File: src/sobel_pkg.sv
// ---------------------------------------------------------------------------
// sobel_pkg
// Shared types and constants for the rgb sobel edge magnitude block.
// ---------------------------------------------------------------------------
package sobel_pkg;

   localparam int unsigned MAX_LINE_PIXELS_DEF = 1024;
   localparam int unsigned ROWS_LIMIT          = 4096;
   localparam int unsigned PIX_W               = 24;
   localparam int unsigned CSR_IDX_W           = 2;
   localparam int unsigned CSR_DATA_W          = 13;
   localparam int unsigned WIDTH_REG_W         = 11;
   localparam int unsigned HEIGHT_REG_W        = 13;
   localparam int unsigned GRAD_W              = 11;
   localparam int unsigned SUM_W               = 21;
   localparam int unsigned ROOT_W              = 9;
   localparam int unsigned ROOT_STEPS          = 9;
   localparam int unsigned IDX_W               = 4;

   // above this sum the rounded root is at least 255
   localparam logic [SUM_W-1:0] SUM_LIMIT = SUM_W'(65280);

   localparam logic [CSR_IDX_W-1:0] CSR_FRAME_WIDTH  = CSR_IDX_W'(0);
   localparam logic [CSR_IDX_W-1:0] CSR_FRAME_HEIGHT = CSR_IDX_W'(1);

   localparam logic CMD_PIXEL = 1'b0;
   localparam logic CMD_PAD   = 1'b1;

   typedef enum logic [5:0] {
      ST_IDLE   = 6'b000001,
      ST_READ   = 6'b000010,
      ST_GRAD   = 6'b000100,
      ST_SQUARE = 6'b001000,
      ST_ROOT   = 6'b010000,
      ST_DONE   = 6'b100000
   } state_type;

   typedef struct packed {
      logic accept;
      logic read;
      logic grad;
      logic square;
      logic root_step;
      logic load_out;
   } cmd_type;

   typedef struct packed {
      logic emit;
      logic root_last;
      logic out_busy;
   } status_type;

endpackage

File: src/sobel_ctrl.sv
// ---------------------------------------------------------------------------
// sobel_ctrl
// Sequencer: accept, line store read, gradient, square, root steps, output.
// ---------------------------------------------------------------------------
module sobel_ctrl (
   input  logic                 clock,
   input  logic                 reset,
   input  logic                 req_valid,
   output logic                 req_stall,
   input  sobel_pkg::status_type status,
   output sobel_pkg::cmd_type    cmd
);

   sobel_pkg::state_type state_ff, state_in;

   always_comb begin
      state_in = state_ff;
      cmd      = '0;
      unique case (state_ff)
         sobel_pkg::ST_IDLE: begin
            if (req_valid) begin
               cmd.accept = 1'b1;
               state_in   = sobel_pkg::ST_READ;
            end
         end
         sobel_pkg::ST_READ: begin
            cmd.read = 1'b1;
            state_in = sobel_pkg::ST_GRAD;
         end
         sobel_pkg::ST_GRAD: begin
            cmd.grad = 1'b1;
            state_in = status.emit ? sobel_pkg::ST_SQUARE : sobel_pkg::ST_IDLE;
         end
         sobel_pkg::ST_SQUARE: begin
            cmd.square = 1'b1;
            state_in   = sobel_pkg::ST_ROOT;
         end
         sobel_pkg::ST_ROOT: begin
            cmd.root_step = 1'b1;
            if (status.root_last) begin
               state_in = sobel_pkg::ST_DONE;
            end
         end
         sobel_pkg::ST_DONE: begin
            if (!status.out_busy) begin
               cmd.load_out = 1'b1;
               state_in     = sobel_pkg::ST_IDLE;
            end
         end
         default: begin
            state_in = sobel_pkg::ST_IDLE;
         end
      endcase
   end

   always_ff @(posedge clock) begin
      if (reset) begin
         state_ff <= sobel_pkg::ST_IDLE;
      end else begin
         state_ff <= state_in;
      end
   end

   assign req_stall = (state_ff != sobel_pkg::ST_IDLE);

endmodule

File: config.mk
export PLATFORM = sky130hd
export DESIGN_NAME = sobel_ctrl
export DESIGN_NICKNAME = d
export VERILOG_FILES = /design/src/sobel_pkg.sv /design/src/sobel_ctrl.sv
export SDC_FILE = /design/constraint.sdc
export NUM_CORES = 1
export LEC_CHECK = 0
export BUFFER_PORTS_ARGS = -buffer_cell sky130_fd_sc_hd__buf_2
export CORE_AREA = 2 2 39 41
export CTS_CLUSTER_DIAMETER = 50
export DETAILED_ROUTE_END_ITERATION = 7
export DIE_AREA = 0 0 41 43
export PLACE_DENSITY_LB_ADDON = 0.3
export SETUP_SLACK_MARGIN = 0.3
export SYNTH_ARGS = -nofsm -noshare
export SYNTH_HDL_FRONTEND = slang
export SYNTH_SLANG_ARGS = --single-unit
File: constraint.sdc
create_clock -name clock -period 2.45 [get_ports clock]
set_input_delay 0.1225 -clock clock [delete_from_list [all_inputs] [get_ports clock]]
set_output_delay 0.1225 -clock clock [all_outputs]
set_load 0.01 [all_outputs]
==> results of run 1 <==
-- cell type report --
cell class / count / area share [%]
multi-input combinational: 34 / 49.3
sequential: 6 / 25.6
timing repair buffer: 12 / 12.8
clock buffer: 3 / 4.80
tap: 16 / 4.27
inverter: 4 / 3.20
-- metal layers --
metal	part of all wire (%)	global-route usage, %
met1	45	11.4
met4	0.64	8.00
met2	48	16.3
met3	6.2	4.71
met5	0	0
-- cells by family (layout without fill, tap and decap cells) --
family                 Yosys count  after routing  synth area share, %
and+or+nand+nor                 24             24                 40.3
buffers and inverters            7             19                 7.26
DFF                              6              6                 31.7
AOI/OAI and AO/OA               10             10                 20.8
-- critical path, stage by stage (launching register included) --
cell and delay [ps]:
dfxtp_1 350, or4b_4 560, or3_1 400, nor2_1 110, buf_2 140
-- stage by stage --
step | util (%) | setup WS [ps] | cell area, um2 | hold WS [ps] | std cells
2_1_floorplan | - | 699 | 379 | 198 | 47
3_3_place_gp | 32.3 | 691 | 447 | 351 | 72
3_5_place_dp | 32.3 | 675 | 447 | 342 | 72
4_1_cts | 33.9 | 520 | 469 | 86.4 | 75
5_1_grt | 33.9 | 462 | 469 | 100 | 75
6_report | 33.9 | 538 | 469 | 98.8 | 75
-- path summary, 6_finish.rpt --
check	from	to	slack, ps	depth (start not counted)
worst max-delay path	state_ff[1]	cmd[5]	540	4
worst min-delay path	reset	state_ff[3]	100	2
worst max register to register	state_ff[1]	state_ff[0]	680	4
worst min register to register	state_ff[5]	state_ff[0]	640	2
-- placed cells by master (no fill, tap or decap), drive strengths merged --
| cell | synthesis | layout |
|---|---|---|
| nor3b | 2 | 2 |
| o21ai | 2 | 2 |
| clkbuf | 2 | 3 |
| buf | 1 | 12 |
| a22oi | 1 | 1 |
| o41ai | 1 | 1 |
| nand2 | 4 | 4 |
| and3b | 3 | 3 |
| o211ai | 1 | 1 |
| or3 | 1 | 1 |
| nor4bb | 1 | 1 |
| dfxtp | 6 | 6 |
| a21oi | 2 | 2 |
| nand4b | 1 | 1 |
| nor2 | 3 | 3 |
| nor2b | 2 | 2 |
| or4b | 1 | 1 |
| a2bb2oi | 1 | 1 |
| nor4 | 2 | 2 |
| and3 | 1 | 1 |
| o21a | 1 | 1 |
| nor3 | 3 | 3 |
| inv | 4 | 4 |
| o311ai | 1 | 1 |
-- power breakdown --
part | total [W] | switching [W] | internal [W]
clock network | 0.0000862 | 0.0000311 | 0.0000551
registers | 0.000136 | 0.0000214 | 0.000115
logic | 0.000180 | 0.0000925 | 0.0000879
==> flow_summary.yaml, run 1 <==
synth:
  synth_async_sr_flop_share_pct: 0
  synth-edff-count: 0
  synthesis.nets: 53
  synth_cells: 47
  yosys_warnings: 0
  ys_ff_latch: 6
  yosys-top-cells-count: "6 x dfxtp_1, 4 x inv_1, 4 x nand2_1"
  ys_seq_area_share_pct: 31.7
  syn_area_per_cell_um2: 8.07
  yosys.area.top_type: "dfxtp_1"
  netlist_top_cells_area: "dfxtp_1 32%, and3b_1 6.9%, nor3_1 4.0%, inv_1 4.0%, nand2_1 4.0%"
  synth_top_flop_cell: "dfxtp_1"
  synth.most_common_cell: "dfxtp_1"
  ys_types: 24
  mappedNetlistArea_um2: 379
  yosysTopAreaCellShare_pct: 31.7
drt:
  routed_wirelength_um: 780
  firstDrtPassIters: 4
  ant_nets: 0
  wl_per_cell_um: 10.4
  drtIter0Drc: 3
  routed_via_density: 4.85
  routed-via-count: 364
  drc: 0
final_layout:
  synthToLayoutAreaGrowth_pct: 23.8
  reg_top3: "state_ff x6"
  fin_nets: 67
  largest_reg_flops: 6
  fillCellCount: 150
  drive_above_1_share_pct: 30.5
  regArea_um2: 120
  multiInputGateArea_um2: 231
  n_antenna_cell: 0
  largest_register: "state_ff"
clock_tree:
  post_cts_resized: 0
  path_clk_slew_ps: 40
  htreeDepth: 1
  numClockSinks: 6
  postCtsSetupRepairBufs: 0
  cts_root_buf: "clkbuf_4"
  cts_hold_buf: 0
  cts_tree: "built"
  cts_made_buffers: 3
  insertion_delay_ps: 240
  cts_buffer_depth: 2
timing:
  worstMarginPinSlew_ps: 585
  finalSetupTns_ps: 0
  skew_ps: 1.57
  slew_headroom_pct: 60.6
  period_needed_ps: 1910
  clock.fmax_mhz: 523
  setup_violations: 0
  drv_slew: 0
  fin_crit_sh_pct: 78.0
  hold_viol: 0
  rsz0062_at_grt: "no"
placement:
  routabilityCongestion: 0.663
  post-dp-hpwl_um: 622
  io_buffer_count: 12
floorplanning:
  row_count: 14
  num_io_pins: 13
  die_h_um: 43
  start_util_pct: 27.4
  core_um2: 1380
  die-width_um: 41
  die-area_um2: 1760
global_routing:
  grt_usage_pct: 10.9
  grt_overflow_total: 0
  grt_pass1_vias: 334
  antenna_found_initial: 0
  grt_first_pass_wirelength_um: 1240
  grt_max_degree: 12
power:
  ir_drop_v: 0.000296
  finalPower_w: 0.000403
  p_per_area_nw_per_um2: 859
  leakage_nw: 0.228
run:
  drv_cap: 0
setup_path:
  crit_path_start_kind: "flip-flop"
  arrival_ps: 1790
  cp-end-kind: "primary output"
  required_ps: 2330
  crit_fanout: 7
  worst-setup-path-type: "reg2out"
hold_path:
  hold_class: "in2reg"
run_status:
  status: "complete, no violations"
(Power assumes the default switching activity.)
==> inputs of run 2 (changes only) <==
==> constraint.sdc (replaced) <==
create_clock -name clock -period 1.9 [get_ports clock]
set_input_delay 0.095 -clock clock [delete_from_list [all_inputs] [get_ports clock]]
set_output_delay 0.095 -clock clock [all_outputs]
set_load 0.01 [all_outputs]
==> run 2 against run 1 <==
  * Highest routed layer unchanged
  * Die area stayed put
  * Combinational power is 120% higher
  * Worst setup slack worse by 410 ps
  * Clock skew is 7.7 ps higher
  * Non-clock buffer count is 7 higher
  * Critical path depth is 1 higher
  * Cell count is 9.3% higher
  * Clock power is 37% higher
==> flow_summary.yaml, run 2 (synthesis results as in run 1) <==
global_routing:
  grt_max_degree: 12
  grt_pass1_vias: 342
  antenna_found_initial: 0
  grt_first_pass_wirelength_um: 1380
  grt_overflow_total: 0
  grt_usage_pct: 12.8
floorplanning:
  die-width_um: 41
  start_util_pct: 27.4
  die-area_um2: 1760
  num_io_pins: 13
  die_h_um: 43
  core_um2: 1380
  row_count: 14
drt:
  firstDrtPassIters: 2
  routed_wirelength_um: 1020
  routed-via-count: 422
  drc: 0
  routed_via_density: 5.15
  wl_per_cell_um: 12.4
  drtIter0Drc: 3
  ant_nets: 0
placement:
  io_buffer_count: 12
  post-dp-hpwl_um: 702
  routabilityCongestion: 0.741
power:
  ir_drop_v: 0.000377
  leakage_nw: 0.271
  p_per_area_nw_per_um2: 1210
final_layout:
  drive_above_1_share_pct: 50.0
  synthToLayoutAreaGrowth_pct: 52.1
  post-route-util_pct: 41.7
  layout_commonest_cell: "buf_2"
  fin_nets: 74
  n_antenna_cell: 0
  reg_top3: "state_ff x6"
  mostFrequentLayoutCells: "12 x buf_2, 6 x buf_4, 4 x nand2_1, 4 x inv_1"
  fillCellCount: 147
  largest_register: "state_ff"
  largest_reg_flops: 6
timing:
  worstMarginPinSlew_ps: 373
  hold_viol: 0
  clock.fmax_mhz: 564
  period_needed_ps: 1770
  fin_crit_sh_pct: 93.3
  slew_headroom_pct: 75.1
  hold_slack_ps: 54.0
  drv_slew: 0
  rsz0062_at_grt: "yes"
  finalSetupTns_ps: 0
  skew_ps: 9.27
  setup_violations: 0
clock_tree:
  insertion_delay_ps: 250
  cts_buffer_depth: 2
  numClockSinks: 6
  path_clk_slew_ps: 50
  cts_made_buffers: 3
  cts_root_buf: "clkbuf_4"
  cts_hold_buf: 0
  htreeDepth: 1
  cts_tree: "built"
setup_path:
  reg2reg_to: "state_ff[0]"
  r2r_cells: 5
  rrSetupSlack_ps: 130
  reg2reg_from: "state_ff[2]"
  crit_fanout: 4
  required_ps: 2020
  worst-setup-path-type: "reg2reg"
  crit_path_start_kind: "flip-flop"
  arrival_ps: 1890
  cp-end-kind: "flip-flop"
hold_path:
  hp-start: "reset"
  hold_class: "in2reg"
  holdPathEnd: "state_ff[2]"
  min_path_cells: 2
run_status:
  status: "complete, no violations"
run:
  drv_cap: 0
[run 2: changes by cell type in the layout (fill, tap and decap cells not counted), moves of 2 or more]
cell | previous run | this run
buf_4 | 0 | 6
dfxtp_2 | 0 | 2
dfxtp_4 | 0 | 2
dfxtp_1 | 6 | 2
[run 2: worst max-delay path by stage]
| stage | startpoint | to | slack, ps | cells after the start |
|---|---|---|---|---|
| after floorplan | state_ff[1] | state_ff[0] | 180 | 5 |
| after global placement | state_ff[0] | state_ff[0] | 140 | 4 |
| after detailed placement | state_ff[2] | state_ff[0] | 130 | 4 |
| after CTS | state_ff[2] | cmd[5] | 70 | 4 |
| after global routing | state_ff[2] | state_ff[0] | 70 | 5 |
| final | state_ff[2] | state_ff[0] | 130 | 5 |
[run 2: through the flow]
step	power, W	area, um2	std cells	worst slack [ps]
after floorplan	0.000395	395	47	181
after global placement	0.000436	464	73	144
after detailed placement	0.000435	464	73	134
after CTS	0.000666	551	82	67.3
after global routing	0.000746	577	82	69.3
final	0.000697	577	82	128
[run 2: cell type report]
| cell class | count | area, um2 | share of cell area (%) |
|---|---|---|---|
| inverters | 4 | 15.0 | 2.60 |
| repair buffers | 19 | 116 | 20.2 |
| multi-input cells | 34 | 273 | 47.3 |
| clock buffers | 3 | 22.5 | 3.90 |
| flip-flops and latches | 6 | 130 | 22.6 |
| well taps | 16 | 20.0 | 3.47 |
[run 2: timing repair]
| action | in CTS | in global routing |
|---|---|---|
| gates resized for setup | 6 | 5 |
| pin swaps | 3 | 3 |
| setup buffers | 6 | 0 |
| endpoints found under the setup margin | 8 | 12 |
[run 2: layer usage]
layer  routed length, um  GRT usage [%]  vias up  share of wire (%)
met5                   0              0        -                  0
met4                  14           10.0        0                1.4
met3                  54           6.28        2                5.3
met2                 500           18.4       10                 49
met1                 450           13.3      200                 44
li1                    -              -      210                  -
[run 2: critical path, cell delays in order (launching register included)]
cell	delay, ps
dfxtp_4	330
or4b_4	530
or3_4	360
buf_6	140
o211ai_4	200
a22oi_2	100
[run 2: power by group]
part | switching [W] | total, W | internal [W] | leakage, nW
combinational | 0.000172 | 0.000398 | 0.000225 | 0.206
sequential | 0.0000257 | 0.000181 | 0.000155 | 0.0506
clock | 0.0000465 | 0.000118 | 0.0000715 | 0.0138
total | 0.000245 | 0.000697 | 0.000452 | 0.271
==> inputs of run 3 (changes only) <==
--- a/config.mk
+++ b/config.mk
@@ -7,11 +7,11 @@
 export LEC_CHECK = 0
 export BUFFER_PORTS_ARGS = -buffer_cell sky130_fd_sc_hd__buf_2
 export CORE_AREA = 2 2 39 41
+export CTS_BUF_LIST = sky130_fd_sc_hd__clkbuf_4 sky130_fd_sc_hd__clkbuf_8 sky130_fd_sc_hd__clkbuf_16
 export CTS_CLUSTER_DIAMETER = 50
 export DETAILED_ROUTE_END_ITERATION = 7
 export DIE_AREA = 0 0 41 43
 export PLACE_DENSITY_LB_ADDON = 0.3
-export SETUP_SLACK_MARGIN = 0.3
 export SYNTH_ARGS = -nofsm -noshare
 export SYNTH_HDL_FRONTEND = slang
 export SYNTH_SLANG_ARGS = --single-unit
==> run 3 against run 2 <==
  * Die area did not move
  * Register-to-register slack gained 60 ps
  * Utilization decreased by 4.7 points
  * Combinational power decreased by 26%
  * Via count shrank 4.3%
  * Largest power group unchanged
  * Highest routed layer unchanged
==> flow_summary.yaml, run 3 (synthesis results as in run 1) <==
global_routing:
  grt_first_pass_wirelength_um: 1320
  grt_pass1_vias: 318
  antenna_found_initial: 0
  grt_max_degree: 12
  grt_usage_pct: 11.3
  grt_overflow_total: 0
timing:
  drv_slew: 0
  hold_viol: 0
  hold_slack_ps: 75.3
  skew_ps: 1.20
  rsz0062_at_grt: "no"
  setup_slack_ps: 84.3
  period_needed_ps: 1820
  slew_headroom_pct: 77.3
  worstMarginPinSlew_ps: 336
  fin_crit_sh_pct: 95.6
  finalSetupTns_ps: 0
  clock.fmax_mhz: 551
  setup_violations: 0
floorplanning:
  row_count: 14
  die-width_um: 41
  start_util_pct: 27.4
  die-area_um2: 1760
  core_um2: 1380
  num_io_pins: 13
  die_h_um: 43
placement:
  io_buffer_count: 12
  dpl_worst_slack_ps: 152
  post-dp-hpwl_um: 690
  routabilityCongestion: 0.702
final_layout:
  reg_top3: "state_ff x6"
  fin_nets: 72
  n_antenna_cell: 0
  fillCellCount: 155
  largest_reg_flops: 6
  layout_commonest_cell: "buf_2"
  drive_above_1_share_pct: 37.5
  largest_register: "state_ff"
  synthToLayoutAreaGrowth_pct: 35.0
  mostFrequentLayoutCells: "12 x buf_2, 6 x dfxtp_1, 5 x buf_4, 4 x nand2_1, 4 x inv_1"
clock_tree:
  postCtsSetupRepairBufs: 0
  cts_tree: "built"
  htreeDepth: 1
  numClockSinks: 6
  cts_made_buffers: 3
  path_clk_slew_ps: 40
  cts_root_buf: "clkbuf_4"
  insertion_delay_ps: 240
  cts_buffer_depth: 2
drt:
  routed-via-count: 404
  ant_nets: 0
  routed_via_density: 5.05
  drtIter0Drc: 8
  routed_wirelength_um: 847
  firstDrtPassIters: 4
  drc: 0
  wl_per_cell_um: 10.6
run:
  drv_cap: 0
setup_path:
  crit_slowest_cell: "or4b_4"
  reg2reg_from: "state_ff[0]"
  cp-startpoint: "state_ff[0]"
  crit_path_start_kind: "flip-flop"
  cp_num_buf_inv: 1
  path_cells: "or4b_4, or3_4, nor2_1, buf_2"
  critPathCapture: "cmd[5]"
  cpPeakStageDelay_ps: 500
  crit_fanout: 5
  required_ps: 1800
  arrival_ps: 1720
  reg2reg_to: "state_ff[0]"
  worst-path-stages: 4
  rrSetupSlack_ps: 190
  crit_family: "simple AND/OR/NAND/NOR gates"
  cp-end-kind: "primary output"
  worst-setup-path-type: "reg2out"
  r2r_cells: 4
run_status:
  status: "complete, no violations"
power:
  leakage_nw: 0.254
  p_comb_share_pct: 51.2
  p_int_w: 0.000376
  swShare_pct: 34.8
  ir_drop_v: 0.000411
  p_clk_share_pct: 19.6
  switchingPower_w: 0.000200
  seqPwrFrac_pct: 29.2
  p_per_area_nw_per_um2: 1120
hold_path:
  hold_class: "in2reg"
[run 3: changes by cell type in the layout (fill, tap and decap cells not counted), sizes merged]
cell	previous run	this run
buf	19	17
[run 3: worst min path at each step]
stage	start	endpoint	slack, ps	cells past startpoint
detailed placement	reset	state_ff[2]	320	2
global placement	reset	state_ff[2]	320	2
finish	reset	state_ff[1]	80	2
CTS	reset	state_ff[2]	70	2
floorplan	reset	state_ff[2]	170	1
global route	reset	state_ff[2]	70	2
[run 3: power by group through the flow]
stage | Clock [W] | Sequential (W) | Combinational, W
2_1_floorplan | 0 | 0.000172 | 0.000189
3_3_place_gp | 0 | 0.000168 | 0.000283
3_5_place_dp | 0 | 0.000170 | 0.000283
4_1_cts | 0.000119 | 0.000168 | 0.000283
5_1_grt | 0.000126 | 0.000171 | 0.000331
6_report | 0.000113 | 0.000168 | 0.000295
[run 3: stage by stage]
step	power, W	instances	utilization [%]	cell area [um2]
after global placement	0.000451	77	35.0	484
after CTS	0.000570	80	36.6	507
after global routing	0.000628	80	37.0	512
after detailed placement	0.000453	77	35.0	484
final	0.000576	80	37.0	512
after floorplan	0.000360	47	-	379
[run 3: area by class of cell]
class                      instances  area, um2  share of cell area (%)
multi-input combinational         34        236                    46.2
tap                               16       20.0                    3.91
clock buffer                       3       22.5                    4.40
inverter                           4       15.0                    2.93
timing repair buffer              17       97.6                    19.1
sequential                         6        120                    23.5
[run 3: routing by layer]
metal	global-route usage, %	vias to the layer above	wire length [um]
li1	-	209	-
met1	15.9	179	382
met2	15.0	14	384
met3	4.71	2	67
met4	4.00	0	13
met5	0	-	0
[run 3: timing repair]
| item | CTS | global route |
|---|---|---|
| hold buffers | 0 | 0 |
| endpoints found under the setup margin | 0 | 1 |
| gates resized for setup | 0 | 1 |
